==> src/rtl/core/sts_pkg.sv <==
// Shared types, character codes and helpers for the script token splitter.
`timescale 1ns / 1ps
package sts_pkg;

  localparam int unsigned CHAR_W = 8;
  localparam int unsigned KIND_W = 2;
  localparam int unsigned MAX_RES = 4;
  localparam int unsigned QUEUE_DEPTH_DEF = 4;

  localparam logic [CHAR_W-1:0] CHAR_NUL    = 8'h00;
  localparam logic [CHAR_W-1:0] CHAR_NL     = 8'h0A;
  localparam logic [CHAR_W-1:0] CHAR_WS_MAX = 8'h20;
  localparam logic [CHAR_W-1:0] CHAR_QUOTE  = 8'h22;
  localparam logic [CHAR_W-1:0] CHAR_APOS   = 8'h27;
  localparam logic [CHAR_W-1:0] CHAR_LPAREN = 8'h28;
  localparam logic [CHAR_W-1:0] CHAR_RPAREN = 8'h29;
  localparam logic [CHAR_W-1:0] CHAR_SLASH  = 8'h2F;
  localparam logic [CHAR_W-1:0] CHAR_COLON  = 8'h3A;
  localparam logic [CHAR_W-1:0] CHAR_LBRACE = 8'h7B;
  localparam logic [CHAR_W-1:0] CHAR_RBRACE = 8'h7D;

  typedef enum logic [2:0] {
    MODE_IDLE    = 3'd0,
    MODE_SLASH   = 3'd1,
    MODE_COMMENT = 3'd2,
    MODE_STRING  = 3'd3,
    MODE_WORD    = 3'd4
  } mode_e;

  typedef enum logic [KIND_W-1:0] {
    KIND_CHAR = 2'd0,
    KIND_END  = 2'd1,
    KIND_EOT  = 2'd2
  } kind_e;

  typedef struct packed {
    kind_e             kind;
    logic [CHAR_W-1:0] token_char;
  } res_t;

  // Results caused by one input byte, in emit order
  typedef struct packed {
    logic [2:0]             cnt;
    res_t [MAX_RES-1:0]     res;
  } bundle_t;

  function automatic logic is_break(logic [CHAR_W-1:0] c, logic ignore_colons);
    logic brk;
    brk = (c == CHAR_LBRACE) || (c == CHAR_RBRACE) || (c == CHAR_LPAREN) ||
          (c == CHAR_RPAREN) || (c == CHAR_APOS);
    return brk || ((c == CHAR_COLON) && !ignore_colons);
  endfunction

endpackage

==> src/rtl/core/sts_intf.sv <==
// Handshake channel interfaces for text bytes, results and configuration.
`timescale 1ns / 1ps
interface sts_in_if;
  logic                       valid;
  logic                       ready;
  logic [sts_pkg::CHAR_W-1:0] ch;
  modport source (output valid, output ch, input ready);
  modport sink (input valid, input ch, output ready);
endinterface

interface sts_out_if;
  logic                       valid;
  logic                       ready;
  logic [sts_pkg::KIND_W-1:0] kind;
  logic [sts_pkg::CHAR_W-1:0] token_char;
  logic                       last_of_run;
  modport source (output valid, output kind, output token_char, output last_of_run,
                  input ready);
  modport sink (input valid, input kind, input token_char, input last_of_run,
                output ready);
endinterface

interface sts_cfg_if;
  logic valid;
  logic ready;
  logic ignore_colons;
  modport source (output valid, output ignore_colons, input ready);
  modport sink (input valid, input ignore_colons, output ready);
endinterface

==> src/rtl/core/sts_front.sv <==
// Front end: accepts text bytes, tracks the parse mode and builds result bundles.
`timescale 1ns / 1ps
module sts_front (
  input  logic             clk_i,
  input  logic             rst_ni,
  sts_in_if.sink           in_ch_i,
  sts_cfg_if.sink          cfg_i,
  input  logic             full_i,
  output logic             push_o,
  output sts_pkg::bundle_t bundle_o
);
  import sts_pkg::*;

  mode_e             mode_q, mode_d;
  logic              ign_q;
  logic              accept;
  logic              brk;
  logic [CHAR_W-1:0] c;
  bundle_t           bun;

  // Append one result to a bundle
  function automatic bundle_t put(bundle_t b, kind_e k, logic [CHAR_W-1:0] ch);
    bundle_t r;
    r = b;
    r.res[b.cnt[1:0]].kind = k;
    r.res[b.cnt[1:0]].token_char = (k == KIND_CHAR) ? ch : '0;
    r.cnt = b.cnt + 3'd1;
    return r;
  endfunction

  // Results for a byte that follows at least one emitted word character
  function automatic bundle_t word_res(bundle_t b, logic [CHAR_W-1:0] ch, logic bk);
    bundle_t r;
    r = b;
    if (bk) begin
      r = put(r, KIND_END, '0);
      r = put(r, KIND_CHAR, ch);
      r = put(r, KIND_END, '0);
    end else if (ch <= CHAR_WS_MAX) begin
      r = put(r, KIND_END, '0);
      if (ch == CHAR_NUL) begin
        r = put(r, KIND_EOT, '0);
      end
    end else begin
      r = put(r, KIND_CHAR, ch);
    end
    return r;
  endfunction

  assign c = in_ch_i.ch;
  assign brk = is_break(c, ign_q);
  assign in_ch_i.ready = !full_i;
  assign accept = in_ch_i.valid && in_ch_i.ready;
  assign cfg_i.ready = 1'b1;

  // Classify the byte against the current mode
  always_comb begin
    bun = '0;
    mode_d = mode_q;
    case (mode_q)
      MODE_SLASH: begin
        if (c == CHAR_SLASH) begin
          mode_d = MODE_COMMENT;
        end else begin
          bun = put(bun, KIND_CHAR, CHAR_SLASH);
          bun = word_res(bun, c, brk);
          mode_d = (brk || (c <= CHAR_WS_MAX)) ? MODE_IDLE : MODE_WORD;
        end
      end
      MODE_COMMENT: begin
        if (c == CHAR_NUL) begin
          bun = put(bun, KIND_EOT, '0);
          mode_d = MODE_IDLE;
        end else if (c == CHAR_NL) begin
          mode_d = MODE_IDLE;
        end
      end
      MODE_STRING: begin
        if (c == CHAR_QUOTE) begin
          bun = put(bun, KIND_END, '0);
          mode_d = MODE_IDLE;
        end else if (c == CHAR_NUL) begin
          bun = put(bun, KIND_END, '0);
          bun = put(bun, KIND_EOT, '0);
          mode_d = MODE_IDLE;
        end else begin
          bun = put(bun, KIND_CHAR, c);
        end
      end
      MODE_WORD: begin
        bun = word_res(bun, c, brk);
        mode_d = (brk || (c <= CHAR_WS_MAX)) ? MODE_IDLE : MODE_WORD;
      end
      default: begin
        if (c == CHAR_NUL) begin
          bun = put(bun, KIND_EOT, '0);
          mode_d = MODE_IDLE;
        end else if (c <= CHAR_WS_MAX) begin
          mode_d = MODE_IDLE;
        end else if (c == CHAR_SLASH) begin
          mode_d = MODE_SLASH;
        end else if (c == CHAR_QUOTE) begin
          mode_d = MODE_STRING;
        end else if (brk) begin
          bun = put(bun, KIND_CHAR, c);
          bun = put(bun, KIND_END, '0);
          mode_d = MODE_IDLE;
        end else begin
          bun = put(bun, KIND_CHAR, c);
          mode_d = MODE_WORD;
        end
      end
    endcase
  end

  assign push_o = accept && (bun.cnt != 3'd0);
  assign bundle_o = bun;

  // Advance the mode on every accepted byte
  always_ff @(posedge clk_i or negedge rst_ni) begin
    if (!rst_ni) begin
      mode_q <= MODE_IDLE;
    end else if (accept) begin
      mode_q <= mode_d;
    end
  end

  // Hold the colon setting
  always_ff @(posedge clk_i or negedge rst_ni) begin
    if (!rst_ni) begin
      ign_q <= 1'b0;
    end else if (cfg_i.valid && cfg_i.ready) begin
      ign_q <= cfg_i.ignore_colons;
    end
  end

endmodule

==> src/rtl/core/sts_queue.sv <==
// Short bundle queue between the front end and the result serializer.
`timescale 1ns / 1ps
module sts_queue #(
  parameter int unsigned Depth = sts_pkg::QUEUE_DEPTH_DEF
) (
  input  logic             clk_i,
  input  logic             rst_ni,
  input  logic             push_i,
  input  sts_pkg::bundle_t push_data_i,
  output logic             full_o,
  input  logic             pop_i,
  output logic             avail_o,
  output sts_pkg::bundle_t pop_data_o
);
  import sts_pkg::*;

  localparam int unsigned PtrW = (Depth > 1) ? $clog2(Depth) : 1;
  localparam int unsigned CntW = $clog2(Depth + 1);
  localparam logic [PtrW-1:0] PtrLast = PtrW'(Depth - 1);
  localparam logic [CntW-1:0] CntFull = CntW'(Depth);

  bundle_t         mem_q [Depth];
  logic [PtrW-1:0] wr_q, rd_q;
  logic [CntW-1:0] cnt_q;
  logic            do_push, do_pop;

  assign full_o = (cnt_q == CntFull);
  assign avail_o = (cnt_q != '0);
  assign pop_data_o = mem_q[rd_q];
  assign do_push = push_i && !full_o;
  assign do_pop = pop_i && avail_o;

  // Write the incoming bundle
  always_ff @(posedge clk_i) begin
    if (do_push) begin
      mem_q[wr_q] <= push_data_i;
    end
  end

  // Advance pointers and fill count
  always_ff @(posedge clk_i or negedge rst_ni) begin
    if (!rst_ni) begin
      wr_q <= '0;
      rd_q <= '0;
      cnt_q <= '0;
    end else begin
      if (do_push) begin
        wr_q <= (wr_q == PtrLast) ? '0 : wr_q + 1'b1;
      end
      if (do_pop) begin
        rd_q <= (rd_q == PtrLast) ? '0 : rd_q + 1'b1;
      end
      if (do_push && !do_pop) begin
        cnt_q <= cnt_q + 1'b1;
      end else if (do_pop && !do_push) begin
        cnt_q <= cnt_q - 1'b1;
      end
    end
  end

  a_cnt_bound: assert property (@(posedge clk_i) disable iff (!rst_ni)
    cnt_q <= CntFull) else $error("queue fill count beyond depth");

  a_no_overflow: assert property (@(posedge clk_i) disable iff (!rst_ni)
    full_o |-> !push_i) else $error("bundle pushed into full queue");

  a_nonempty_bundle: assert property (@(posedge clk_i) disable iff (!rst_ni)
    push_i |-> (push_data_i.cnt != 3'd0)) else $error("empty bundle queued");

endmodule

==> src/rtl/core/sts_back.sv <==
// Back end: holds one bundle and sends its results one item per cycle while res_o.ready is high.
`timescale 1ns / 1ps
module sts_back (
  input  logic             clk_i,
  input  logic             rst_ni,
  input  logic             avail_i,
  input  sts_pkg::bundle_t bundle_i,
  output logic             pop_o,
  sts_out_if.source        res_o
);
  import sts_pkg::*;

  bundle_t    bun_q, bun_d;
  logic [1:0] idx_q, idx_d;
  logic       busy_q, busy_d;
  logic       fire, last;

  assign last = ({1'b0, idx_q} + 3'd1) == bun_q.cnt;
  assign fire = res_o.valid && res_o.ready;

  // Drive the current result straight from the held bundle
  assign res_o.valid = busy_q;
  assign res_o.kind = bun_q.res[idx_q].kind;
  assign res_o.token_char = bun_q.res[idx_q].token_char;
  assign res_o.last_of_run = last;

  // Step through the bundle; load the next one as the last result leaves
  always_comb begin
    pop_o = 1'b0;
    bun_d = bun_q;
    idx_d = idx_q;
    busy_d = busy_q;
    if (!busy_q || (fire && last)) begin
      pop_o = avail_i;
      busy_d = avail_i;
      bun_d = bundle_i;
      idx_d = '0;
    end else if (fire) begin
      idx_d = idx_q + 2'd1;
    end
  end

  always_ff @(posedge clk_i or negedge rst_ni) begin
    if (!rst_ni) begin
      busy_q <= 1'b0;
      idx_q <= '0;
    end else begin
      busy_q <= busy_d;
      idx_q <= idx_d;
    end
  end

  always_ff @(posedge clk_i) begin
    bun_q <= bun_d;
  end

  a_idx_in_bundle: assert property (@(posedge clk_i) disable iff (!rst_ni)
    busy_q |-> ({1'b0, idx_q} < bun_q.cnt)) else $error("result index past bundle");

  a_mark_zero_char: assert property (@(posedge clk_i) disable iff (!rst_ni)
    (busy_q && (res_o.kind != KIND_CHAR)) |-> (res_o.token_char == '0))
    else $error("token end or end of text carries a character");

endmodule

==> src/rtl/core/script_token_splitter.sv <==
// Top level of the script token splitter: front end, bundle queue, serializer.
// A byte's results pass through the bundle queue and the serializer's bundle register to res_o.
// Throughput: one byte per cycle unless the queue is full; output one result per cycle
//   while res_o is ready, up to four per byte, so the serializer's drain sets input rate.
// The queue holds QueueDepth bundles; input ready drops only when it is full.
// Reset (rst_ni low, asynchronous) empties the queue, returns the mode to idle
//   and clears the colon setting.
`timescale 1ns / 1ps
module script_token_splitter #(
  parameter int unsigned QueueDepth = sts_pkg::QUEUE_DEPTH_DEF
) (
  input  logic clk_i,
  input  logic rst_ni,
  sts_in_if.sink     in_ch_i,
  sts_cfg_if.sink    cfg_i,
  sts_out_if.source  res_o
);
  import sts_pkg::*;

  logic    push, full, pop, avail;
  bundle_t push_data, pop_data;

  sts_front u_front (
    .clk_i    (clk_i),
    .rst_ni   (rst_ni),
    .in_ch_i  (in_ch_i),
    .cfg_i    (cfg_i),
    .full_i   (full),
    .push_o   (push),
    .bundle_o (push_data)
  );

  sts_queue #(
    .Depth (QueueDepth)
  ) u_queue (
    .clk_i       (clk_i),
    .rst_ni      (rst_ni),
    .push_i      (push),
    .push_data_i (push_data),
    .full_o      (full),
    .pop_i       (pop),
    .avail_o     (avail),
    .pop_data_o  (pop_data)
  );

  sts_back u_back (
    .clk_i    (clk_i),
    .rst_ni   (rst_ni),
    .avail_i  (avail),
    .bundle_i (pop_data),
    .pop_o    (pop),
    .res_o    (res_o)
  );

endmodule
==> src/flat_wrapper.sv <==
// flat-port wrapper written by rule: the top's interface ports become plain ports
module script_token_splitter_flat import sts_pkg::*;
#(
  parameter int unsigned QueueDepth = sts_pkg::QUEUE_DEPTH_DEF
)
  (clk_i, rst_ni, in_ch_i_valid, in_ch_i_ch, in_ch_i_ready, cfg_i_valid, cfg_i_ignore_colons, cfg_i_ready, res_o_valid, res_o_kind, res_o_token_char, res_o_last_of_run, res_o_ready);
  sts_in_if in_ch_i_i ();
  sts_cfg_if cfg_i_i ();
  sts_out_if res_o_i ();
  input  logic clk_i;
  input  logic rst_ni;
  input wire logic [$bits(in_ch_i_i.valid)-1:0] in_ch_i_valid;
  input wire logic [$bits(in_ch_i_i.ch)-1:0] in_ch_i_ch;
  output wire logic [$bits(in_ch_i_i.ready)-1:0] in_ch_i_ready;
  input wire logic [$bits(cfg_i_i.valid)-1:0] cfg_i_valid;
  input wire logic [$bits(cfg_i_i.ignore_colons)-1:0] cfg_i_ignore_colons;
  output wire logic [$bits(cfg_i_i.ready)-1:0] cfg_i_ready;
  output wire logic [$bits(res_o_i.valid)-1:0] res_o_valid;
  output wire logic [$bits(res_o_i.kind)-1:0] res_o_kind;
  output wire logic [$bits(res_o_i.token_char)-1:0] res_o_token_char;
  output wire logic [$bits(res_o_i.last_of_run)-1:0] res_o_last_of_run;
  input wire logic [$bits(res_o_i.ready)-1:0] res_o_ready;
  assign in_ch_i_i.valid = in_ch_i_valid;
  assign in_ch_i_i.ch = in_ch_i_ch;
  assign in_ch_i_ready = in_ch_i_i.ready;
  assign cfg_i_i.valid = cfg_i_valid;
  assign cfg_i_i.ignore_colons = cfg_i_ignore_colons;
  assign cfg_i_ready = cfg_i_i.ready;
  assign res_o_valid = res_o_i.valid;
  assign res_o_kind = res_o_i.kind;
  assign res_o_token_char = res_o_i.token_char;
  assign res_o_last_of_run = res_o_i.last_of_run;
  assign res_o_i.ready = res_o_ready;
  script_token_splitter #(.QueueDepth(QueueDepth)) u_core (.clk_i(clk_i), .rst_ni(rst_ni), .in_ch_i(in_ch_i_i), .cfg_i(cfg_i_i), .res_o(res_o_i));
endmodule
==> config.mk <==
export PLATFORM = sky130hd
export DESIGN_NAME = script_token_splitter_flat
export DESIGN_NICKNAME = d
export VERILOG_FILES = /design/src/rtl/core/sts_pkg.sv /design/src/rtl/core/sts_intf.sv /design/src/rtl/core/sts_front.sv /design/src/rtl/core/sts_queue.sv /design/src/rtl/core/sts_back.sv /design/src/rtl/core/script_token_splitter.sv /design/src/flat_wrapper.sv
export SDC_FILE = /design/constraint.sdc
export NUM_CORES = 1
export LEC_CHECK = 0
export ABC_CLOCK_PERIOD_IN_PS = 4150
export CORE_UTILIZATION = 56
export CTS_CLUSTER_SIZE = 28
export DETAILED_ROUTE_END_ITERATION = 6
export DONT_BUFFER_PORTS = 1
export PLACE_DENSITY = 0.85
export SYNTH_ARGS = -nofsm -noshare
export SYNTH_HDL_FRONTEND = slang
export SYNTH_SLANG_ARGS = --single-unit
==> constraint.sdc <==
create_clock -name clk_i -period 4.15 [get_ports clk_i]
set_input_delay 0.6225 -clock clk_i [delete_from_list [all_inputs] [get_ports clk_i]]
set_output_delay 0.6225 -clock clk_i [all_outputs]
set_load 0.02 [all_outputs]
# Yosys cells after proc, flatten, opt, wreduce, memory -nomap -nowiden
# Memory sizes are Yosys's and may differ from the RTL's. A register that Yosys moved wholly into a read port is not among the register bits.
# Index checks and enable logic that the tools add are counted.
# totals
reg_bits	14
latch_bits	0
mem_bits_rw	172
rom_bits	0
out_inout_bits	14
word_cells	101
memories	1
# memory_table
memory	words	word_bits	read_ports	rd_ports_with_merged_regs	write_ports	line	source
u_core.u_queue.mem_q	4	43	1	1	1	sts_queue.sv:22	bundle_t mem_q [Depth];
# op_classes
addsub	6
n_mul	0
div_mod_pow	0
n_lt_le_gt_ge	2
n_eq_ne	19
n_shift	0
muxes	39
bitwise	0
reduce_logical	27
# ops
cell	count
$mux 42	8
$mux 43	5
$pmux 43 s4	1
$mux 41	2
$eq 8x6->1 const B	6
$mux 3	13
$bmux 10 s2	1
$eq 8x7->1 const B	2
$pmux 3 s4	1
$mux 10	1
$logic_and 1x1->1	9
$eq 8x4->1 const B	1
$le 8x6->1 const B	1
$logic_not 8->1	1
$mux 2	4
$logic_or 1x1->1	7
$add 2x1->2 const B	3
$eq 3x2->1 const B	2
$eq 3x3->1 const B	2
$ne 3x3->1 const B	2
$reduce_bool 3->1	2
$logic_not 1->1	5
$eq 2x2->1 const B	2
$reduce_bool 2->1	2
8 further kinds	10

# Logic depth before layout (Yosys ltp)
# logic_depth
word_depth	19
ltp_mapped	14
depth_no_buf	13

# Hierarchy
# A second synthesis with hierarchy kept.
# unflattened
cells_unflattened	489
area_unflattened_um2	9455.3
# by_module_without_submodules
mod	instances	cells_per_inst	area_per_inst_um2	seq_area_each_um2
sts_queue	1	262	6720.2	5340.1
sts_back	1	73	1726.7	1366.3
sts_front	1	154	1008.5	100.1

# Worst setup path before layout
# No wires, ideal clock.
# synth_timing
path_type	input to register
from	input port in_ch_i_ch[6]
to	memory u_core.u_queue.mem_q[0][0] in the netlist's numbering, enable pin
setup_ps	471
t_arrival_ps	4456
t_required_ps	3679
setup_slack_ps	-777
cell_stages	7
path_buffers	1
path_cell_list	buf_6 -> nor4_1 -> nand2_2 -> mux2_4 -> o2111ai_2 -> a211oi_2 -> nor3b_1
# synth_via
elab_chain_cells	17
elab_cells_between_ends	37
cone_classes	order compare: 1; eq/ne: 8; mux: 18; reduce/logical: 10
# synth_rtl
element	line	source
start, declared	flat_wrapper.sv:13	input wire logic [$bits(in_ch_i_i.ch)-1:0] in_ch_i_ch;
$eq 8x7->1	sts_pkg.sv:49	brk = (c == CHAR_LBRACE) || (c == CHAR_RBRACE) || (c == CHAR_LPAREN) ||
$logic_or 1x1->1 (3 in a row)	sts_pkg.sv:49	
$logic_or 1x1->1	sts_pkg.sv:50	(c == CHAR_RPAREN) || (c == CHAR_APOS);
$logic_or 1x1->1	sts_pkg.sv:51	return brk || ((c == CHAR_COLON) && !ignore_colons);
$mux 42	sts_front.sv:104	end else if (brk) begin
$mux 42	sts_front.sv:102	end else if (c == CHAR_QUOTE) begin
$mux 42	sts_front.sv:100	end else if (c == CHAR_SLASH) begin
$mux 42	sts_front.sv:98	end else if (c <= CHAR_WS_MAX) begin
$mux 42	sts_front.sv:95	if (c == CHAR_NUL) begin
$pmux 43 s4 (*)	sts_front.sv:60	case (mode_q)
$reduce_bool 3->1 (*)	sts_front.sv:116	assign push_o = accept && (bun.cnt != 3'd0);
$logic_and 1x1->1 (*)	sts_front.sv:116	
$logic_and 1x1->1 (*)	sts_queue.sv:30	assign do_push = push_i && !full_o;
$mux 1 (*)	sts_queue.sv:35	if (do_push) begin
$mux 1 (not written as such) (*)	sts_queue.sv:36	mem_q[wr_q] <= push_data_i;
end, declared	sts_queue.sv:22	
# Mark *: on every way between the ends. The rest lies on a longest branch, timed or not.

# Final worst setup path
# layout_timing
from	register u_core.u_front.mode_q[1]
to	register u_core.u_queue.cnt_q[1]
# layout_via
elab_chain_cells	8
elab_cells_between_ends	13
cone_classes	eq/ne: 4; mux: 2; reduce/logical: 7
# layout_rtl
element	line	source
start, declared	sts_front.sv:14	mode_e mode_q, mode_d;
start signal, assigned	sts_front.sv:124	mode_q <= mode_d;
$eq 3x3->1, or another cell as far along	sts_front.sv:60	
$pmux 43 s4 (*)	sts_front.sv:60	
$reduce_bool 3->1 (*)	sts_front.sv:116	
$logic_and 1x1->1 (*)	sts_front.sv:116	
$logic_and 1x1->1 (*)	sts_queue.sv:30	
named net u_core.u_queue.do_push	sts_queue.sv:25	logic do_push, do_pop;
$logic_not 1->1	sts_queue.sv:55	end else if (do_pop && !do_push) begin
$logic_and 1x1->1	sts_queue.sv:55	
$reduce_bool 2->1 (no line)	n/a	
end signal, assigned	sts_queue.sv:54	cnt_q <= cnt_q + 1'b1;
end signal, assigned	sts_queue.sv:56	cnt_q <= cnt_q - 1'b1;
end, declared	sts_queue.sv:24	logic [CntW-1:0] cnt_q;
# The timed path passes the listed nets; every way through them passes the cells marked *.
# A chain may end at the register's enable or synchronous reset.

==> impl_metrics.yaml <==
power_and_ir_drop:
  p_clk_share_pct: 25.2
  vdd_drop_max_v: 0.000352
  p_sw_share_pct: 31.1
  seqPwrFrac_pct: 48.6
  p_leak_uw: 0.00276
  p_comb_share_pct: 26.2
  p_int_uw: 3920
  power_density_nw_per_um2: 680
  power.switching_uw: 1770
timing:
  slew_headroom_pct: 39.8
  setup_tns_ns: 0
  fin_skew_ns: 0.0132
  finalHoldViolations: 0
  fmax_ghz: 0.303
  fin_crit_sh_pct: 79.5
  tightest_slew_ns: 0.903
  slew_violations: 0
  rsz0062_at_grt: "false"
  final.min_clock_period_ns: 3.30
  setup_viol: 0
clocking:
  cts_max_level: 4
  clkTransAtPathRegs_ns: 0.07
  tritoncts: "built"
  clock-root-buffer: "clkbuf_16"
  numCtsBuffers: 17
  cts_buffer_depth: 2
  insertion_delay_ns: 0.43
  cts.sinks: 179
finish:
  design_area_um2: 8370
  antenna_cells: 0
  nets: 480
  nFillCells: 913
  syn_to_final_growth_pct: 10.0
  drive_gt1_share_pct: 20.9
setup_path:
  r2r-end: "u_core.u_queue.cnt_q[1]"
  end_kind: "flip-flop"
  crit_end: "u_core.u_queue.cnt_q[1]"
  worst-path-max-fanout: 17
  crit_arrival_ns: 3.61
  worst-r2r-cell-count: 10
  required_ns: 4.46
  startpoint_type: "flip-flop"
  reg2reg_setup_slack_ns: 0.85
  criticalPathCategory: "reg2reg"
  crit_path_start: "u_core.u_front.mode_q[1]"
  r2r-start: "u_core.u_front.mode_q[1]"
floorplanning:
  pin_count: 28
  die_h_um: 119
  core_um2: 13200
  initial_core_util_pct: 57.4
  die-area_um2: 14100
  placementRows: 42
  fp.dieW_um: 119
grt:
  grt_max_degree: 36
  grt_first_pass_wirelength_um: 22300
  grt_antenna_before_repair: 0
  overflow: 0
  grt_pass1_vias: 4019
  grtUsageTotal_pct: 22.1
synth:
  ys_top_cells_by_area: "edfxtp_1 (65%), mux4_2 (10%), dfrtp_1 (4.6%), and2_1 (1.4%), nand2_1 (1.4%)"
  yosysTopAreaCellShare_pct: 65.2
  avgSynthCellArea_um2: 16.9
  synth.distinct_cells: 62
  yosys-top-cells-count: "edfxtp_1 (165), mux4_2 (34), nand2_1 (28)"
  yosysTopAreaCell: "edfxtp_1"
  synth-main-ff-cell: "edfxtp_1"
  netlist_area_um2: 7600
  postSynthCellCount: 450
  yosysMostFrequentCell: "edfxtp_1"
  synth_edf_count: 165
  ys_seq_area_share_pct: 69.8
  synth_seq_cells: 179
  ys_warn_count: 0
  ys_async_sr_fraction_pct: 7.82
placement:
  portBuffers: 0
  finalWeightedCongestion: 0.887
  hpwlAfterDp_um: 8770
  dpl_cell_area_um2: 7820
job:
  drv_cap: 0
route:
  vias_per_cell: 6.13
  drt-initial-drc-count: 457
  ant_nets: 0
  dr_total_vias: 3961
  drt-total-wl_um: 14300
  wl_per_cell_um: 22.2
  dr.pass1.iters: 5
  drc: 0
worst_hold_path:
  hold_start: "cfg_i_ignore_colons"
  hp-class: "in2reg"
run_status:
  outcome: "complete, no violations"
-- worst max-delay path, cell delays in order, from the launching register on --
cell and delay, ns:
dfrtp_1 0.57, or3b_1 0.58, nand2_1 0.13, mux2_4 0.17
o2111ai_2 0.18, a211oi_2 0.49, nor2_1 0.10, ha_1 0.24
inv_1 0.08, fa_1 0.38, mux2_2 0.26
-- sequential cells by signal, indices dropped and copies added, names as in the netlist --
register and count:
u_core.u_front.ign_q 1, u_core.u_queue.mem_q 132, u_core.u_queue.cnt_q 3, u_core.u_back.bun_q 33
u_core.u_queue.wr_q 2, u_core.u_back.idx_q 2, u_core.u_front.mode_q 3, u_core.u_back.res_o.valid 1
u_core.u_queue.rd_q 2
-- cell usage in the layout (no fill, tap or decap), types with 9 or more instances in the layout --
master	n
edfxtp_1	165
nor2_1	16
inv_1	11
mux2i_1	10
clkbuf_16	17
buf_4	9
mux4_2	34
o21ai_0	20
nand2_1	28
dfrtp_1	12
and2_1	17
-- power groups by stage --
stage / clock, uW / sequential (uW) / combinational (uW)
global route: 1520 / 2810 / 1620
floorplan: 0 / 2650 / 1250
finish: 1430 / 2770 / 1490
detailed placement: 0 / 2790 / 1500
global placement: 0 / 2760 / 1440
CTS: 1460 / 2770 / 1520
-- how the worst min path moves through the flow --
stage / end / slack, ns / cells past startpoint
6_report: u_core.u_front.ign_q / 0.35 / 1
5_1_grt: u_core.u_front.ign_q / 0.34 / 1
4_1_cts: u_core.u_front.ign_q / 0.33 / 1
3_5_place_dp: u_core.u_back.idx_q[0] / 0.33 / 0
3_3_place_gp: u_core.u_back.idx_q[0] / 0.33 / 0
2_1_floorplan: u_core.u_back.idx_q[0] / 0.33 / 0
-- what timing repair did --
action | in CTS | in global routing
buffers inserted | 0 | 0
hold buffers | 1 | 0
resized for setup | 0 | 0
endpoints found under the hold margin | 14 | 0
-- logic make-up after synthesis --
logic type | count (synthesis) | share of synthesized area, %
AO/OA/AOI/OAI | 63 | 6.04
XOR/XNOR | 6 | 0.691
adder cells (fa/ha/maj) | 8 | 1.41
buffers and inverters | 35 | 1.91
flip-flops | 179 | 69.8
multiplexers | 51 | 12.5
other | 2 | 0.0988
AND/OR/NAND/NOR | 106 | 7.62
-- metal layers --
| layer | track usage (%) | routed length [um] | vias up |
|---|---|---|---|
| li1 | - | - | 1788 |
| met1 | 28.6 | 5670 | 1964 |
| met2 | 35.9 | 7280 | 183 |
| met3 | 5.36 | 993 | 26 |
| met4 | 9.97 | 376 | 0 |
| met5 | 0 | 0 | - |
-- final cells by class --
class                      instances  area (um2)  share of cell area, %
sequential                       179        5310                   63.4
clock inverter                    13         104                   1.24
tap                              176         220                   2.63
inverter                          11        41.3                  0.494
timing repair buffer              10        77.6                  0.927
clock buffer                      18         429                   5.13
multi-input combinational        239        2190                   26.1
-- stage by stage --
stage | util, % | hold WS [ns] | power [uW] | instances | worst slack (ns)
after floorplan | - | 0.327 | 3900 | 453 | -0.777
after global placement | 59.1 | 0.327 | 4200 | 614 | 0.742
after detailed placement | 59.1 | 0.327 | 4290 | 614 | 0.676
after CTS | 63.2 | 0.330 | 5750 | 646 | 0.878
after global routing | 63.2 | 0.339 | 5950 | 646 | 0.618
final | 63.2 | 0.347 | 5690 | 646 | 0.849
Power figures use the tool's default switching activity.
